--- src/hw/rtl/scfr_pkg.sv ---
// ----------------------------------------------------------------------------
// scfr_pkg
// Shared types, markers, command codes and reply byte table for the serial
// command frame responder.
// ----------------------------------------------------------------------------
`default_nettype none

package scfr_pkg;

  localparam logic [7:0] MARK_START = 8'hde;
  localparam logic [7:0] MARK_END   = 8'had;

  localparam logic [7:0] CMD_GET_REV  = 8'h01;
  localparam logic [7:0] CMD_DUMP     = 8'h03;
  localparam logic [7:0] CMD_QUIET_LO = 8'h04;
  localparam logic [7:0] CMD_QUIET_HI = 8'h08;
  localparam logic [7:0] CMD_HALT     = 8'hfe;

  localparam logic [7:0] RSP_VERSION = 8'h02;
  localparam logic [7:0] RSP_NAK     = 8'hff;
  localparam logic [7:0] VERSION_NUM = 8'h01;

  localparam logic [7:0] LEN_WITH_PAYLOAD = 8'h05;
  localparam logic [7:0] LEN_EMPTY        = 8'h04;
  localparam logic [7:0] MIN_FRAME_LEN    = 8'h03;

  localparam int POS_W = 3;

  localparam logic [POS_W-1:0] POS_START   = 3'd0;
  localparam logic [POS_W-1:0] POS_LENGTH  = 3'd1;
  localparam logic [POS_W-1:0] POS_COMMAND = 3'd2;
  localparam logic [POS_W-1:0] POS_THIRD   = 3'd3;
  localparam logic [POS_W-1:0] POS_FOURTH  = 3'd4;

  typedef enum logic [1:0] {
    REPLY_VERSION = 2'd0,
    REPLY_STOP    = 2'd1,
    REPLY_DUMP    = 2'd2,
    REPLY_NAK     = 2'd3
  } reply_kind_t;

  typedef struct packed {
    logic        valid;
    reply_kind_t kind;
  } reply_req_t;

  function automatic logic [POS_W-1:0] reply_last_pos(input reply_kind_t kind);
    reply_last_pos = (kind == REPLY_VERSION) ? POS_FOURTH : POS_THIRD;
  endfunction

  function automatic logic [7:0] reply_command(input reply_kind_t kind);
    case (kind)
      REPLY_VERSION: reply_command = RSP_VERSION;
      REPLY_STOP:    reply_command = CMD_HALT;
      REPLY_DUMP:    reply_command = CMD_DUMP;
      default:       reply_command = RSP_NAK;
    endcase
  endfunction

  function automatic logic [7:0] reply_byte(input reply_kind_t kind,
                                            input logic [POS_W-1:0] pos);
    case (pos)
      POS_START:   reply_byte = MARK_START;
      POS_LENGTH:  reply_byte = (kind == REPLY_VERSION) ? LEN_WITH_PAYLOAD : LEN_EMPTY;
      POS_COMMAND: reply_byte = reply_command(kind);
      POS_THIRD:   reply_byte = (kind == REPLY_VERSION) ? VERSION_NUM : MARK_END;
      default:     reply_byte = MARK_END;
    endcase
  endfunction

endpackage

`default_nettype wire

--- src/hw/rtl/scfr_parser.sv ---
// ----------------------------------------------------------------------------
// scfr_parser
// Frame hunter and byte counter. Checks each accepted byte against the stored
// length and end marker and requests a reply on completion of a non-quiet frame.
// ----------------------------------------------------------------------------
`default_nettype none

module scfr_parser #(
  parameter int MAX_FRAME_BYTES = 256
) (
  input  wire logic               clk,
  input  wire logic               rst,
  input  wire logic               accept,
  input  wire logic [7:0]         rx_byte,
  output scfr_pkg::reply_req_t    req
);

  localparam logic [8:0] MAX_CNT = 9'(MAX_FRAME_BYTES);

  logic [7:0] byte_count;
  logic [7:0] frame_length;
  logic [7:0] command_code;

  logic [7:0] byte_count_next;
  logic [7:0] frame_length_next;
  logic [7:0] command_code_next;

  logic       start_ok;
  logic [7:0] len_eff;
  logic [7:0] cmd_eff;
  logic [8:0] cnt;
  logic       complete;
  logic       quiet;

  always_comb begin
    start_ok = (byte_count != 8'd0) || (rx_byte == scfr_pkg::MARK_START);
    len_eff  = (byte_count == 8'd1) ? rx_byte : frame_length;
    cmd_eff  = (byte_count == 8'd2) ? rx_byte : command_code;
    cnt      = {1'b0, byte_count} + 9'd1;
    complete = start_ok && (len_eff >= scfr_pkg::MIN_FRAME_LEN) &&
               (cnt == {1'b0, len_eff}) && (rx_byte == scfr_pkg::MARK_END);
    quiet    = (cmd_eff >= scfr_pkg::CMD_QUIET_LO) && (cmd_eff <= scfr_pkg::CMD_QUIET_HI);

    frame_length_next = len_eff;
    command_code_next = cmd_eff;
    if (complete || (cnt >= MAX_CNT)) begin
      byte_count_next = 8'd0;
    end else begin
      byte_count_next = cnt[7:0];
    end

    req.valid = accept && complete && !quiet;
    case (cmd_eff)
      scfr_pkg::CMD_GET_REV: req.kind = scfr_pkg::REPLY_VERSION;
      scfr_pkg::CMD_DUMP:    req.kind = scfr_pkg::REPLY_DUMP;
      scfr_pkg::CMD_HALT:    req.kind = scfr_pkg::REPLY_STOP;
      default:               req.kind = scfr_pkg::REPLY_NAK;
    endcase
  end

  always_ff @(posedge clk) begin
    if (rst) begin
      byte_count   <= 8'd0;
      frame_length <= 8'd0;
      command_code <= 8'd0;
    end else if (accept && start_ok) begin
      byte_count   <= byte_count_next;
      frame_length <= frame_length_next;
      command_code <= command_code_next;
    end
  end

endmodule

`default_nettype wire

--- src/hw/rtl/scfr_reply_tx.sv ---
// ----------------------------------------------------------------------------
// scfr_reply_tx
// Reply sender. One queued request slot in front of the active reply; the
// active reply is walked out one word per handshake.
// ----------------------------------------------------------------------------
`default_nettype none

module scfr_reply_tx (
  input  wire logic                 clk,
  input  wire logic                 rst,
  input  wire scfr_pkg::reply_req_t req,
  output logic                      full,
  output logic                      tx_valid,
  input  wire logic                 tx_stall,
  output logic [7:0]                tx_byte,
  output logic                      tx_last
);

  logic                              pend_valid;
  scfr_pkg::reply_kind_t             pend_kind;
  logic                              busy;
  scfr_pkg::reply_kind_t             kind;
  logic [scfr_pkg::POS_W-1:0]        pos;

  logic                              done;
  logic                              move;

  always_comb begin
    tx_valid = busy;
    tx_byte  = scfr_pkg::reply_byte(kind, pos);
    tx_last  = (pos == scfr_pkg::reply_last_pos(kind));
    done     = busy && !tx_stall && tx_last;
    move     = pend_valid && (!busy || done);
    full     = pend_valid && busy;
  end

  always_ff @(posedge clk) begin
    if (rst) begin
      pend_valid <= 1'b0;
      busy       <= 1'b0;
      pos        <= scfr_pkg::POS_START;
    end else begin
      if (req.valid) begin
        pend_valid <= 1'b1;
      end else if (move) begin
        pend_valid <= 1'b0;
      end
      if (move) begin
        busy <= 1'b1;
        pos  <= scfr_pkg::POS_START;
      end else if (done) begin
        busy <= 1'b0;
        pos  <= scfr_pkg::POS_START;
      end else if (busy && !tx_stall) begin
        pos  <= pos + 3'd1;
      end
    end
  end

  always_ff @(posedge clk) begin
    if (req.valid) begin
      pend_kind <= req.kind;
    end
    if (move) begin
      kind <= pend_kind;
    end
  end

endmodule

`default_nettype wire

--- src/hw/rtl/serial_command_frame_responder_top.sv ---
// ----------------------------------------------------------------------------
// serial_command_frame_responder_top
// A closing byte accepted fills the pending reply slot, which then moves into
// the active reply to show its first word; the reply follows at one word per
// cycle without stall. Throughput: one received byte per cycle; input stalls
// only while a second reply waits behind an active one. Reset empties the
// reply slots and returns the parser to hunting for a start marker.
// ----------------------------------------------------------------------------
`default_nettype none

module serial_command_frame_responder_top #(
  parameter int MAX_FRAME_BYTES = 256
) (
  input  wire logic       clk,
  input  wire logic       rst,
  input  wire logic       rx_valid,
  output logic            rx_stall,
  input  wire logic [7:0] rx_byte,
  output logic            tx_valid,
  input  wire logic       tx_stall,
  output logic [7:0]      tx_byte,
  output logic            tx_last
);

  scfr_pkg::reply_req_t req;
  logic                 full;
  logic                 accept;

  assign rx_stall = full;
  assign accept   = rx_valid && !full;

  scfr_parser #(
    .MAX_FRAME_BYTES(MAX_FRAME_BYTES)
  ) u_parser (
    .clk     (clk),
    .rst     (rst),
    .accept  (accept),
    .rx_byte (rx_byte),
    .req     (req)
  );

  scfr_reply_tx u_reply_tx (
    .clk      (clk),
    .rst      (rst),
    .req      (req),
    .full     (full),
    .tx_valid (tx_valid),
    .tx_stall (tx_stall),
    .tx_byte  (tx_byte),
    .tx_last  (tx_last)
  );

endmodule

`default_nettype wire
--- config.mk ---
export PLATFORM = sky130hd
export DESIGN_NAME = serial_command_frame_responder_top
export DESIGN_NICKNAME = d
export VERILOG_FILES = /design/src/hw/rtl/scfr_pkg.sv /design/src/hw/rtl/scfr_parser.sv /design/src/hw/rtl/scfr_reply_tx.sv /design/src/hw/rtl/serial_command_frame_responder_top.sv
export SDC_FILE = /design/constraint.sdc
export NUM_CORES = 1
export LEC_CHECK = 0
export ABC_AREA = 0
export BUFFER_PORTS_ARGS = -buffer_cell sky130_fd_sc_hd__buf_2
export CAP_MARGIN = 40
export CORE_ASPECT_RATIO = 1.75
export CORE_MARGIN = 5
export CORE_UTILIZATION = 45
export CTS_CLUSTER_DIAMETER = 40
export DETAILED_ROUTE_END_ITERATION = 6
export PLACE_DENSITY_LB_ADDON = 0.15
export SYNTH_ARGS = -nofsm -noshare
export SYNTH_HDL_FRONTEND = slang
export SYNTH_SLANG_ARGS = --single-unit
--- constraint.sdc ---
create_clock -name clk -period 4.2 [get_ports clk]
set_input_delay 0.21 -clock clk [delete_from_list [all_inputs] [get_ports clk]]
set_output_delay 0.21 -clock clk [all_outputs]
set_load 0.02 [all_outputs]
==> Word-level counts from Yosys, hierarchy flattened <==
Cells that the tools add are included.
{ "word_totals": {"word_cells": 66, "out_inout_bits": 11, "reg_bits": 33} }
{ "classes": {"reduce_logical": 25, "n_lt_le_gt_ge": 4, "addsub": 2, "eq_ne": 14, "n_mux": 13} }
{ "ops": {"columns": ["op", "count"], "rows": [
  ["$mux 8", 4],
  ["$pmux 8 s4", 1],
  ["$eq 8x8->1 const B", 3],
  ["$pmux 8 s3", 1],
  ["$eq 8x1->1 const B", 2],
  ["$eq 8x2->1 const B", 2],
  ["$logic_and 1x1->1", 12],
  ["$add 8x1->9 const B", 1],
  ["$eq 9x8->1", 1],
  ["$ge 9x9->1 const B", 1],
  ["$ge 8x2->1 const B", 1],
  ["$ge 8x3->1 const B", 1],
  ["$le 8x4->1 const B", 1],
  ["$reduce_bool 8->1", 1],
  ["$eq 3x2->1 const B", 2],
  ["$pmux 2 s3", 1],
  ["$mux 1", 5],
  ["$logic_not 1->1", 4],
  ["$reduce_bool 2->1", 2],
  ["$add 3x1->3 const B", 1],
  ["$eq 3x1->1 const B", 1],
  ["$eq 3x3->1", 1],
  ["$logic_not 3->1", 1],
  ["$logic_or 1x1->1", 3],
  ["other kinds (5)", 5]
]} }

==> Longest topological paths before layout <==
{ "depth": {"depth_word": 9, "depth_mapped": 10, "depth_no_buf": 10} }

==> By module <==
A second synthesis with hierarchy kept.
{ "hier_totals": {"hier_cells": 241, "hier_area_um2": 2177.1} }
{ "modules_own_cells": {"columns": ["module", "instances", "cells_per_inst", "seq_area_each_um2", "area_per_inst_um2"], "rows": [
  ["scfr_parser", 1, 183, 480.5, 1616.6],
  ["scfr_reply_tx", 1, 57, 220.2, 546.8],
  ["serial_command_frame_responder_top", 1, 1, 0.0, 13.8]
]} }

==> Least setup slack after synthesis <==
No wires, ideal clock.
{ "synth_path": {"path_type": "flip-flop to flip-flop", "from": "register u_parser.byte_count[2]", "to": "register u_reply_tx.pend_kind[0] (enable)", "setup_ps": 327, "path_stages_with_launch": 7, "setup_slack_ps": 1969, "t_arrival_ps": 1905, "required_ps": 3873, "cell_sequence": "dfxtp_1 nor4_4 and3_1 buf_6 mux2i_1 mux2_4 a211oi_2"} }
{ "synth_rtl": {"columns": ["element", "line", "source"], "rows": [
  ["start, declared", "scfr_parser.sv:20", "logic [7:0] byte_count;"],
  ["start signal, assigned", "scfr_parser.sv:67", "byte_count <= byte_count_next;"],
  ["end signal, assigned", "scfr_reply_tx.sv:62", "pend_kind <= req.kind;"],
  ["end, declared", "scfr_reply_tx.sv:20", "scfr_pkg::reply_kind_t pend_kind;"]
]} }

==> impl_results.html <==
<table>
<tr><th>Metric</th><th>Value</th></tr>
<tr><th colspan="2">Timing</th></tr>
<tr><td>Final-report max-slew violation count</td><td>0</td></tr>
<tr><td>Hold slack</td><td>0.255 ns</td></tr>
<tr><td>Setup repair after global routing missed its margin</td><td>false</td></tr>
<tr><td>Endpoints failing hold</td><td>0</td></tr>
<tr><td>Setup skew after layout</td><td>0.00186 ns</td></tr>
<tr><td>Setup violators final</td><td>0</td></tr>
<tr><td>Pin slew with the least headroom to its limit</td><td>0.552 ns</td></tr>
<tr><td>Final Critical Period</td><td>2.72 ns</td></tr>
<tr><td>Worst setup slack after layout</td><td>1.48 ns</td></tr>
<tr><td>Achievable clock frequency</td><td>368 MHz</td></tr>
<tr><td>Share of the clock period used by the worst path</td><td>64.7%</td></tr>
<tr><td>Aggregate negative setup slack</td><td>0 ns</td></tr>
<tr><td>Max-slew headroom</td><td>63.1%</td></tr>
<tr><th colspan="2">Critical path</th></tr>
<tr><td>Maximum fanout encountered on the critical timing path</td><td>15</td></tr>
<tr><td>Sort of element at the end of the critical path</td><td>flip-flop</td></tr>
<tr><td>Crit path required time</td><td>4.16 ns</td></tr>
<tr><td>Category of the worst setup path launch point</td><td>flip-flop</td></tr>
<tr><td>Critical Path AT</td><td>2.68 ns</td></tr>
<tr><td>CP Class</td><td>reg -&gt; reg</td></tr>
<tr><th colspan="2">Power and ir drop</th></tr>
<tr><td>Flop pwr share</td><td>55.9%</td></tr>
<tr><td>Switching share of total power</td><td>22.7%</td></tr>
<tr><td>Switching pwr</td><td>0.000129 W</td></tr>
<tr><td>Internal power</td><td>0.000441 W</td></tr>
<tr><td>Peak VDD IR</td><td>0.203 mV</td></tr>
<tr><td>Share of power burned in the clock network</td><td>39.8%</td></tr>
<tr><td>Leakage power figure</td><td>0.948 nW</td></tr>
<tr><td>Comb power frac</td><td>4.3%</td></tr>
<tr><td>Power density cells</td><td>251 nW/um2</td></tr>
<tr><th colspan="2">Finish</th></tr>
<tr><td>Diodes inserted</td><td>0</td></tr>
<tr><td>Fraction of layout cells with a size suffix above 1</td><td>14.4%</td></tr>
<tr><td>Area delta synth-&gt;final</td><td>10.3%</td></tr>
<tr><td>Final layout net count</td><td>284</td></tr>
<tr><td>Post-route non-filler standard cell count</td><td>315</td></tr>
<tr><th colspan="2">Logic synthesis</th></tr>
<tr><td>Mapped cell area</td><td>2060 um2</td></tr>
<tr><td>Post-Synthesis Net Count</td><td>262</td></tr>
<tr><td>Warnings from Yosys</td><td>0</td></tr>
<tr><td>Cell variety after synth</td><td>46</td></tr>
<tr><td>Asr flop ratio synth</td><td>0%</td></tr>
<tr><td>Most area-hungry cell type in the Yosys netlist</td><td>sky130_fd_sc_hd__dfxtp_1</td></tr>
<tr><td>Cells taking the most area after synthesis</td><td>sky130_fd_sc_hd__dfxtp_1 28%, sky130_fd_sc_hd__mux2i_1 9.7%, sky130_fd_sc_hd__edfxtp_1 5.8%, sky130_fd_sc_hd__ha_1 5.5%, sky130_fd_sc_hd__nor2_1 5.1%</td></tr>
<tr><td>Dominant cell by count in the synthesized netlist</td><td>sky130_fd_sc_hd__dfxtp_1</td></tr>
<tr><td>Commonest cells in the netlist</td><td>29 x sky130_fd_sc_hd__dfxtp_1, 28 x sky130_fd_sc_hd__nor2_1, 26 x sky130_fd_sc_hd__nand2_1</td></tr>
<tr><td>Share of the synthesized area in the top cell type</td><td>28.2%</td></tr>
<tr><td>Mapped Cells</td><td>241</td></tr>
<tr><td>Number of enable-type register cells in the synthesized netlist</td><td>4</td></tr>
<tr><td>Sequential-to-total area share from yosys stat</td><td>34.1%</td></tr>
<tr><td>Top FF cell, synth</td><td>sky130_fd_sc_hd__dfxtp_1</td></tr>
<tr><td>Syn Area/Cell</td><td>8.54 um2</td></tr>
<tr><td>Post-synthesis register bit count</td><td>33</td></tr>
<tr><th colspan="2">GRT</th></tr>
<tr><td>Number of antenna violations at the first check in global routing</td><td>0</td></tr>
<tr><td>Wire length of the first global-routing pass</td><td>7890 um</td></tr>
<tr><td>Overall global routing resource usage</td><td>17.5%</td></tr>
<tr><td>Number of global-route vias before repair</td><td>1730</td></tr>
<tr><td>Overflow left after global routing</td><td>0</td></tr>
<tr><td>Maximum number of pins on one net before global-route repair</td><td>23</td></tr>
<tr><th colspan="2">Route</th></tr>
<tr><td>Number of antenna-violating nets in the routed design</td><td>0</td></tr>
<tr><td>Average vias per placed instance</td><td>5.64</td></tr>
<tr><td>Routed via count</td><td>1778</td></tr>
<tr><td>Violation count after the first detailed-route iteration</td><td>42</td></tr>
<tr><td>Post-Route WL</td><td>5040 um</td></tr>
<tr><td>DRC viols</td><td>0</td></tr>
<tr><td>Detailed-router iteration count before antenna repair</td><td>4</td></tr>
<tr><td>Routed wirelength normalized by instance count</td><td>16.0 um</td></tr>
<tr><th colspan="2">Clock network</th></tr>
<tr><td>CTS clk-pin slew, worst paths</td><td>0.07 ns</td></tr>
<tr><td># Post-CTS Setup Buffers</td><td>0</td></tr>
<tr><td>TritonCTS buffer count</td><td>5</td></tr>
<tr><td>CTS tree</td><td>yes</td></tr>
<tr><td>CTS Hold Buffers Added</td><td>0</td></tr>
<tr><td>Cells resized by post-CTS repair</td><td>0</td></tr>
<tr><td>Clock tree root buffer cell</td><td>sky130_fd_sc_hd__clkbuf_8</td></tr>
<tr><td>Clock sink count</td><td>33</td></tr>
<tr><td>Number of levels the H-tree was split into</td><td>2</td></tr>
<tr><td>Clock network latency to the later pin of the worst-skew pair</td><td>0.28 ns</td></tr>
<tr><td>Maximum root-to-sink buffer count</td><td>2</td></tr>
<tr><th colspan="2">Floorplan</th></tr>
<tr><td>Die width</td><td>61.1 um</td></tr>
<tr><td>Row count</td><td>32</td></tr>
<tr><td>Die ar.</td><td>6080 um2</td></tr>
<tr><td>Core Box Area</td><td>4400 um2</td></tr>
<tr><td>Number of placed I/O pins</td><td>23</td></tr>
<tr><td>Starting utilization of the core area</td><td>46.7%</td></tr>
<tr><td>Die Y-Extent</td><td>99.4 um</td></tr>
<tr><th colspan="2">Place</th></tr>
<tr><td>Placed cells</td><td>307</td></tr>
<tr><td>Total half-perimeter wirelength after legalization and detailed placement</td><td>3890 um</td></tr>
<tr><td>Input/output buffers</td><td>22</td></tr>
<tr><td>Final RePlAce weighted congestion</td><td>0.887</td></tr>
<tr><td>Pre-CTS setup slack</td><td>1.49 ns</td></tr>
<tr><th colspan="2">Outcome</th></tr>
<tr><td>Outcome</td><td>completed</td></tr>
<tr><th colspan="2">Run</th></tr>
<tr><td>Max-cap viol count</td><td>0</td></tr>
<tr><th colspan="2">Hold path</th></tr>
<tr><td>Kind of path behind the tightest hold check</td><td>in -&gt; reg</td></tr>
</table>
## stage by stage
| stage | util [%] | instance area (um2) | total power (W) |
|---|---|---|---|
| after global placement | 49.6 | 2190 | 0.000350 |
| final | 51.5 | 2270 | 0.000570 |
| after detailed placement | 49.6 | 2190 | 0.000350 |
| after CTS | 51.5 | 2270 | 0.000580 |
| after floorplan | - | 2060 | 0.000335 |
| after global routing | 51.5 | 2270 | 0.000597 |
## cell families after synthesis
kind of cell | synth area share, %
AO/OA/AOI/OAI | 14.9
flip-flops | 34.1
adder cells (fa/ha/maj) | 5.47
buffers and inverters | 4.01
XOR/XNOR | 4.68
AND/OR/NAND/NOR | 25.9
multiplexers | 11.0
## placed cells by master (no fill, tap or decap), types with 2 or more instances in the layout
master / n
sky130_fd_sc_hd__nor2_1: 28
sky130_fd_sc_hd__a211oi_2: 2
sky130_fd_sc_hd__mux2i_1: 20
sky130_fd_sc_hd__dfxtp_1: 29
sky130_fd_sc_hd__a21o_1: 4
sky130_fd_sc_hd__xnor2_1: 11
sky130_fd_sc_hd__nand2_1: 26
sky130_fd_sc_hd__or2_0: 2
sky130_fd_sc_hd__nor2b_1: 4
sky130_fd_sc_hd__and3_1: 2
sky130_fd_sc_hd__inv_1: 8
sky130_fd_sc_hd__a21oi_1: 18
sky130_fd_sc_hd__nor3b_1: 2
sky130_fd_sc_hd__ha_1: 9
sky130_fd_sc_hd__edfxtp_1: 4
sky130_fd_sc_hd__and2_1: 5
sky130_fd_sc_hd__clkbuf_8: 5
sky130_fd_sc_hd__clkinv_2: 2
sky130_fd_sc_hd__nand3b_1: 2
sky130_fd_sc_hd__a211oi_1: 5
sky130_fd_sc_hd__nand3_1: 11
sky130_fd_sc_hd__o21ai_0: 6
sky130_fd_sc_hd__nor4_1: 3
sky130_fd_sc_hd__nand4_1: 7
sky130_fd_sc_hd__nand2b_1: 5
sky130_fd_sc_hd__buf_2: 22
## routing by layer
| metal | vias up | global-route usage, % | wire (um) |
|---|---|---|---|
| met5 | - | 0 | 0 |
| met4 | 0 | 8.01 | 148 |
| met3 | 11 | 2.86 | 177 |
| met2 | 36 | 34.3 | 2900 |
| met1 | 834 | 16.0 | 1810 |
| li1 | 897 | - | - |
## worst paths after layout
| kind | startpoint | endpoint | slack, ns | cells past startpoint |
|---|---|---|---|---|
| max | u_parser.byte_count[2] | u_reply_tx.pend_kind[0] | 1.48 | 5 |
| min | rx_byte[0] | u_parser.command_code[0] | 0.25 | 3 |
| max reg2reg | u_parser.byte_count[2] | u_reply_tx.pend_kind[0] | 1.48 | 5 |
| min reg2reg | u_reply_tx.pend_kind[1] | u_reply_tx.kind[1] | 0.42 | 0 |
## flip-flops by register name, indices dropped and copies added (netlist names)
register and flops:
u_parser.frame_length 8, u_reply_tx.pend_kind 2, u_reply_tx.kind 2, u_reply_tx.pend_valid 1, u_parser.byte_count 8, u_reply_tx.tx_valid 1, u_reply_tx.pos 3, u_parser.command_code 8
## power by group through the flow
stage               Clock [W]  Sequential, W  Combinational (W)
finish               0.000227       0.000319          0.0000244
global route         0.000252       0.000318          0.0000266
CTS                  0.000237       0.000318          0.0000244
detailed placement          0       0.000326          0.0000244
global placement            0       0.000326          0.0000245
floorplan                   0       0.000326         0.00000927
## area by class of cell
type	instances	area [um2]
inverters	8	30.0
well taps	51	63.8
clock buffers	6	72.6
repair buffers	23	118
flip-flops and latches	33	701
multi-input cells	192	1270
fillers	456	2140
clock inverters	2	10.0
## critical path, cell delays in order (launching register included)
cell,delay [ns]
sky130_fd_sc_hd__dfxtp_1,0.38
sky130_fd_sc_hd__nor4_4,0.36
sky130_fd_sc_hd__and3_1,0.54
sky130_fd_sc_hd__mux2i_1,0.46
sky130_fd_sc_hd__mux2_4,0.34
sky130_fd_sc_hd__a211oi_2,0.32
(Power assumes the default switching activity.)
